[config.mk]
export PLATFORM = sky130hd
export DESIGN_NAME = sfws_mac
export DESIGN_NICKNAME = d
export VERILOG_FILES = /design/src/rtl/sfws_pkg.sv /design/src/rtl/sfws_mac.sv
export SDC_FILE = /design/constraint.sdc
export NUM_CORES = 2
export LEC_CHECK = 0
export BUFFER_PORTS_ARGS = -buffer_cell sky130_fd_sc_hd__buf_2
export CAP_MARGIN = 10
export CORE_MARGIN = 2
export CORE_UTILIZATION = 50
export DETAILED_ROUTE_END_ITERATION = 10
export MAX_ROUTING_LAYER = met4
export PLACE_DENSITY_LB_ADDON = 0.3
export SLEW_MARGIN = 20
export SYNTH_ARGS = -nofsm -noshare
export SYNTH_HDL_FRONTEND = slang
export SYNTH_SLANG_ARGS = --single-unit
[constraint.sdc]
create_clock -name clk -period 16.3 [get_ports clk]
set_input_delay 2.445 -clock clk [delete_from_list [all_inputs] [get_ports clk]]
set_output_delay 2.445 -clock clk [all_outputs]
set_load 0.05 [all_outputs]
[src/rtl/sfws_pkg.sv]
package sfws_pkg;

	// pair addressing reaches 65535 + 255*511 + 255, which fits 18 bits
	localparam int ADDR_W = 18;

	localparam int PADDR_W = 3;
	localparam int PDATA_W = 32;

	// register index is the word address, paddr[2]
	localparam logic REG_NUM_LABELS = 1'b0;

	localparam logic [8:0] NUM_LABELS_RST = 9'd1;

	localparam logic [31:0] SCORE_MAX = 32'h7fff_ffff;
	localparam logic [31:0] SCORE_MIN = 32'h8000_0000;

	typedef struct packed {
		logic term;
		logic in_range;
		logic binary;
		logic contrib;
		logic last;
	} term_ctl_t;

endpackage

[src/rtl/sfws_mac.sv]
module sfws_mac (
	input  logic                  clk,
	input  logic                  arst_n,
	input  logic                  v_s2,
	input  sfws_pkg::term_ctl_t   ctl_s2,
	input  logic signed [31:0]    weight_s2,
	input  logic signed [31:0]    value_s2,
	input  logic                  out_stall,
	output logic                  hold,
	output logic                  out_valid,
	output logic [31:0]           score,
	output logic                  range_error
);

	logic                v_s3;
	sfws_pkg::term_ctl_t ctl_s3;
	logic signed [31:0]  w_s3;
	logic signed [63:0]  prod_s3;

	logic                res_s4;
	logic [63:0]         sum_s4;
	logic                err_s4;

	logic [63:0]         acc_q;
	logic                err_q;

	logic                out_valid_q;
	logic [31:0]         score_q;
	logic                range_error_q;

	logic [63:0]         add_s3;
	logic [63:0]         acc_next;
	logic                err_next;
	logic                out_load;
	logic                close_s3;
	logic [31:0]         sat_score;

	// output slot frees up when empty or being taken
	assign out_load = !out_valid_q || !out_stall;
	// only a pending score that cannot move freezes the pipe
	assign hold     = res_s4 && !out_load;
	assign close_s3 = v_s3 && ctl_s3.term && ctl_s3.last;

	always_comb begin
		if (ctl_s3.binary) begin
			add_s3 = {{32{w_s3[31]}}, w_s3};
		end else begin
			add_s3 = {{16{prod_s3[63]}}, prod_s3[63:16]};
		end
		if (v_s3 && ctl_s3.term && ctl_s3.contrib && ctl_s3.in_range) begin
			acc_next = acc_q + add_s3;
		end else begin
			acc_next = acc_q;
		end
		err_next = err_q | (v_s3 && ctl_s3.term && ctl_s3.contrib && !ctl_s3.in_range);
	end

	always_comb begin
		if (sum_s4[63:31] == '0 || sum_s4[63:31] == '1) begin
			sat_score = sum_s4[31:0];
		end else if (sum_s4[63]) begin
			sat_score = sfws_pkg::SCORE_MIN;
		end else begin
			sat_score = sfws_pkg::SCORE_MAX;
		end
	end

	always_ff @(posedge clk or negedge arst_n) begin
		if (!arst_n) begin
			v_s3   <= 1'b0;
			res_s4 <= 1'b0;
			acc_q  <= '0;
			err_q  <= 1'b0;
		end else if (!hold) begin
			v_s3   <= v_s2 && ctl_s2.term;
			res_s4 <= close_s3;
			if (close_s3) begin
				acc_q <= '0;
				err_q <= 1'b0;
			end else begin
				acc_q <= acc_next;
				err_q <= err_next;
			end
		end
	end

	always_ff @(posedge clk) begin
		if (!hold) begin
			ctl_s3  <= ctl_s2;
			w_s3    <= weight_s2;
			prod_s3 <= weight_s2 * value_s2;
			sum_s4  <= acc_next;
			err_s4  <= err_next;
		end
	end

	always_ff @(posedge clk or negedge arst_n) begin
		if (!arst_n) begin
			out_valid_q <= 1'b0;
		end else if (out_load) begin
			out_valid_q <= res_s4;
		end
	end

	always_ff @(posedge clk) begin
		if (out_load) begin
			score_q       <= sat_score;
			range_error_q <= err_s4;
		end
	end

	assign out_valid   = out_valid_q;
	assign score       = score_q;
	assign range_error = range_error_q;

`ifndef NO_ASSERTIONS
	a_acc_cleared: assert property (@(posedge clk) disable iff (!arst_n)
		(close_s3 && !hold) |=> (acc_q == '0 && !err_q))
		else $error("accumulator not cleared after score");

	a_out_from_s4: assert property (@(posedge clk) disable iff (!arst_n)
		$rose(out_valid_q) |-> $past(res_s4))
		else $error("score word appeared without a closed list");

	a_err_cause: assert property (@(posedge clk) disable iff (!arst_n)
		$rose(err_q) |-> $past(v_s3 && ctl_s3.term && ctl_s3.contrib && !ctl_s3.in_range))
		else $error("range error set without an out of range term");

	a_hold_frozen: assert property (@(posedge clk) disable iff (!arst_n)
		hold |=> (res_s4 && $stable(sum_s4)))
		else $error("pending score lost while stalled");
`endif

endmodule

# Word-level counts from Yosys, hierarchy flattened
# Index checks and enable logic that the tools add are counted.
# totals
ff_bits	267
in_bits	73
out_inout_bits	35
word_cells	40
# classes
n_addsub	1
n_mul	1
n_eq_ne	1
n_mux	6
bitwise	1
reduce_logical	14
# ops
operator	n
two-way mux 64 bit	3
adder 64 bit	1
multiplier 32 x 32 -> 64 bit	1
two-way mux 32 bit	2
== test 33 bit (second input constant)	1
logical NOT 33 bit	1
logical AND 1 bit	7
logical NOT 1 bit	4
logical OR 1 bit	2
two-way mux 1 bit	1
OR 1 bit	1

# Depth between registers and ports, before layout
# depth
ltp_word	5
depth_mapped	28
depth_no_buf	27

# Least setup slack after synthesis
# Ideal clock, no wire load.
# synth_path
path_kind	input to output
startpoint	in out_stall
endpoint	out hold
arrival_time_ns	7.550
required_ns	13.855
setup_slack_ns	6.305
path_stages	3
path_buffers	1
path_cell_list	nand3_1 -> inv_1 -> buf_1
# synth_via
elab_chain_cells	4
# synth_rtl
item	line_no	source
start: declaration	sfws_mac.sv:8	input logic out_stall,
logical NOT 1 bit	sfws_mac.sv:39	assign out_load = !out_valid_q || !out_stall;
logical OR 1 bit	sfws_mac.sv:39	
logical NOT 1 bit	sfws_mac.sv:41	assign hold = res_s4 && !out_load;
logical AND 1 bit	sfws_mac.sv:41	
end: declaration	sfws_mac.sv:9	output logic hold,
# No other way between the ends.

# Final worst setup path
# layout_path
startpoint	in value_s2[5]
endpoint	reg prod_s3[60], data pin
# layout_via
elab_chain_cells	1
# layout_rtl
item	line_no	source
start: declaration	sfws_mac.sv:7	input logic signed [31:0] value_s2,
multiplier 32 x 32 -> 64 bit	sfws_mac.sv:91	prod_s3 <= weight_s2 * value_s2;
end signal: assignment	sfws_mac.sv:91	
end: declaration	sfws_mac.sv:18	logic signed [63:0] prod_s3;
# No other way between the ends.
# A chain may end at the register's enable or synchronous reset.

==> run_results.csv <==
group,metric,value,unit
run_status,status,"completed",
flow_run,drv_cap,0,
critical_path,crit_top_cell,"fa_1",
clock_network,cts.clk_slew.worst_paths,0.06,ns
global_routing,antenna_found_initial,9,
floorplanning,core_area,96600,um^2
critical_path,critPathKind,"in -> reg",
clock_network,clk_path_buf_depth,3,
clock_network,cts_made_buffers,26,
finish,drive_above_1_share,4.84,%
clock_network,post_cts_buffers,0,
sta,fin_crit,10.39,ns
critical_path,path_buf_inv,8,
critical_path,crit-reg2reg-launch,"ctl_s3[2]$_DFFE_PN_",
critical_path,worst_setup_path_end_kind,"register",
routing,drc,0,
synth,synth_edf_count,183,
critical_path,slowest_stage,"fa_1",
floorplanning,rows,114,
global_routing,grt_pass1_vias,36400,
worst_hold_path,hold_class,"reg -> reg",
global_routing,grt_overflow,0,
floorplanning,start_util,50.4,%
finish,fillers,8607,
critical_path,worstPathRequired,16.60,ns
finish,mostFrequentLayoutCells,"1,082 x fa_1, 1,025 x inv_1, 739 x nand2_1",
routing,wl_per_cell,19.5,um
sta,worst_pin_slew,0.952,ns
routing,postRouteAntennaNets,0,
clock_network,postCtsResizedCells,0,
placed_design,port_buffers,107,
critical_path,crit_start,"value_s2[5]",
global_routing,groute.usage.overall,26.2,%
synth,syn_inst,5017,
synth,syn_avg_cell_area,9.70,um^2
sta,rsz0062_at_grt,"no",
routing,via_count,33700,
clock_network,clock_latency,0.55,ns
sta,fin_crit_sh,63.7,%
sta,drv_slew,0,
sta,fmax,0.0963,GHz
floorplanning,die_h,316,um
routing,dr.pass1.iters,5,
sta,fin_setup_tns,0,ns
global_routing,grt_max_degree,85,
synth,ys_seq_area_share,14.8,%
finish,regArea,7200,um^2
synth,ys_ff_latch,251,
routing,drt_iter0_drc,2061,
floorplanning,design.die.area,99900,um^2
clock_network,cts_root_buf,"clkbuf_16",
finish,multi_input_area,36700,um^2
synth,netlist_area,48700,um^2
critical_path,r2r.worst_path.cells,14,
finish,layout_commonest_cell,"fa_1",
critical_path,worstPathArrival,10.68,ns
clock_network,clock-sinks,251,
finish,nNetsFinal,6315,
synth,yosys_warnings,0,
sta,setup_violations,0,
critical_path,crit_family,"adder cells",
global_routing,grt_first_pass_wirelength,199,mm
placed_design,dp_hpwl,93.6,mm
synth,ys.flop_type,"edfxtp_1",
critical_path,max_stage_delay,0.85,ns
critical_path,critPathMaxFanout,32,
sta,relSlewSlack,36.6,%
critical_path,cp_num_cells,25,
synth,async_flop_share,27.1,%
placed_design,gp_congestion,0.911,
critical_path,start_kind,"input pin",
clock_network,cts_hold_buffers,0,
sta,skew,0.0138,ns
finish,syn2layout_area_growth,4.79,%
clock_network,cts_tree,"yes",
synth,syn-num-nets,6415,
routing,viasPerCell,5.41,
sta,hold_violations,0,
synth,netlist-cell-type-count,82,
floorplanning,die_w,316,um
clock_network,htree_levels,1,
worst_hold_path,hold_path_depth,0,
worst_hold_path,hp-start,"err_s4$_DFFE_PN_",
routing,wl,121,mm
floorplanning,boundaryPins,108,
state kept, by name, summed over array words and instances (netlist names):
| signal | cells |
|---|---|
| ctl_s3 | 5 |
| out_valid | 1 |
| res_s4 | 1 |
| range_error | 1 |
| err_s4 | 1 |
| w_s3 | 32 |
| acc_q | 64 |
| err_q | 1 |
| v_s3 | 1 |
| score | 32 |
| sum_s4 | 64 |
| prod_s3 | 48 |
Yosys cell counts, drive strengths merged (16+ instances only):
cell | n | area, um^2
a21o | 67 | 503
a21oi | 127 | 647
a22o | 38 | 333
and2 | 500 | 3130
clkbuf | 252 | 946
dfrtp | 68 | 1700
edfxtp | 183 | 5500
fa | 1082 | 21700
ha | 243 | 3040
inv | 1025 | 3850
mux2 | 36 | 405
nand2 | 740 | 2780
nand3 | 31 | 155
nand4 | 39 | 244
nor2 | 94 | 353
nor2b | 22 | 138
nor3 | 16 | 80.1
o21ai | 160 | 805
o21bai | 20 | 150
xnor2 | 83 | 727
xor2 | 36 | 315
metrics by stage:
step                cells  worst slack (ns)  utilization (%)  hold slack [ns]  cell area, um^2
floorplan            5017              6.31                -            0.400            48700
global placement     6164              5.43             51.8            0.401            50000
detailed placement   6164              5.32             51.8            0.410            50000
CTS                  6212              5.92             52.8            0.424            51000
global route         6216              5.38             52.8            0.454            51000
finish               6219              5.91             52.8            0.422            51000
final timing paths:
path                       slack [ns]               endpoint
max                              5.91  prod_s3[60]$_DFFE_PN_
min                              0.42  range_error$_DFFE_PP_
max reg2reg                     11.79   sum_s4[52]$_DFFE_PN_
min reg2reg                      0.42  range_error$_DFFE_PP_
max in group asynchronous       13.51  acc_q[40]$_DFFE_PN0N_
min in group asynchronous        1.72   acc_q[5]$_DFFE_PN0N_
worst reg2reg max path: cells and delay by family (launching register included):
family | cells | cell delay [ns]
flops | 1 | 0.32
fa+ha+maj | 2 | 0.66
simple gates | 1 | 0.20
mux | 1 | 0.47
compound gates | 9 | 2.17
buf+inv | 1 | 0.45
layer usage:
metal | track usage, % | vias to the layer above | part of all wire (%)
met5 | - | - | 0
met1 | 35.3 | 17500 | 43
met2 | 42.5 | 1068 | 48
li1 | - | 14900 | -
met4 | 6.13 | 0 | 2.4
met3 | 3.62 | 197 | 6.5
final cells by class:
type / count / share of cell area (%)
timing repair buffer: 133 / 1.44
tap: 1276 / 3.13
antenna: 6 / 0.0294
multi-input combinational: 3480 / 71.9
inverter: 1025 / 7.54
sequential: 251 / 14.1
clock inverter: 11 / 0.289
clock buffer: 37 / 1.56
cells by family after synthesis:
group,share of synthesized area [%]
XOR/XNOR,2.14
AND/OR/NAND/NOR,14.9
multiplexers,0.853
flip-flops,14.8
buffers and inverters,9.96
adder cells (fa/ha/maj),50.7
AO/OA/AOI/OAI,6.62
Power is left out: the tool's default activity adds up to more than one toggle a clock period on the data nets, which glitch-free logic cannot reach.
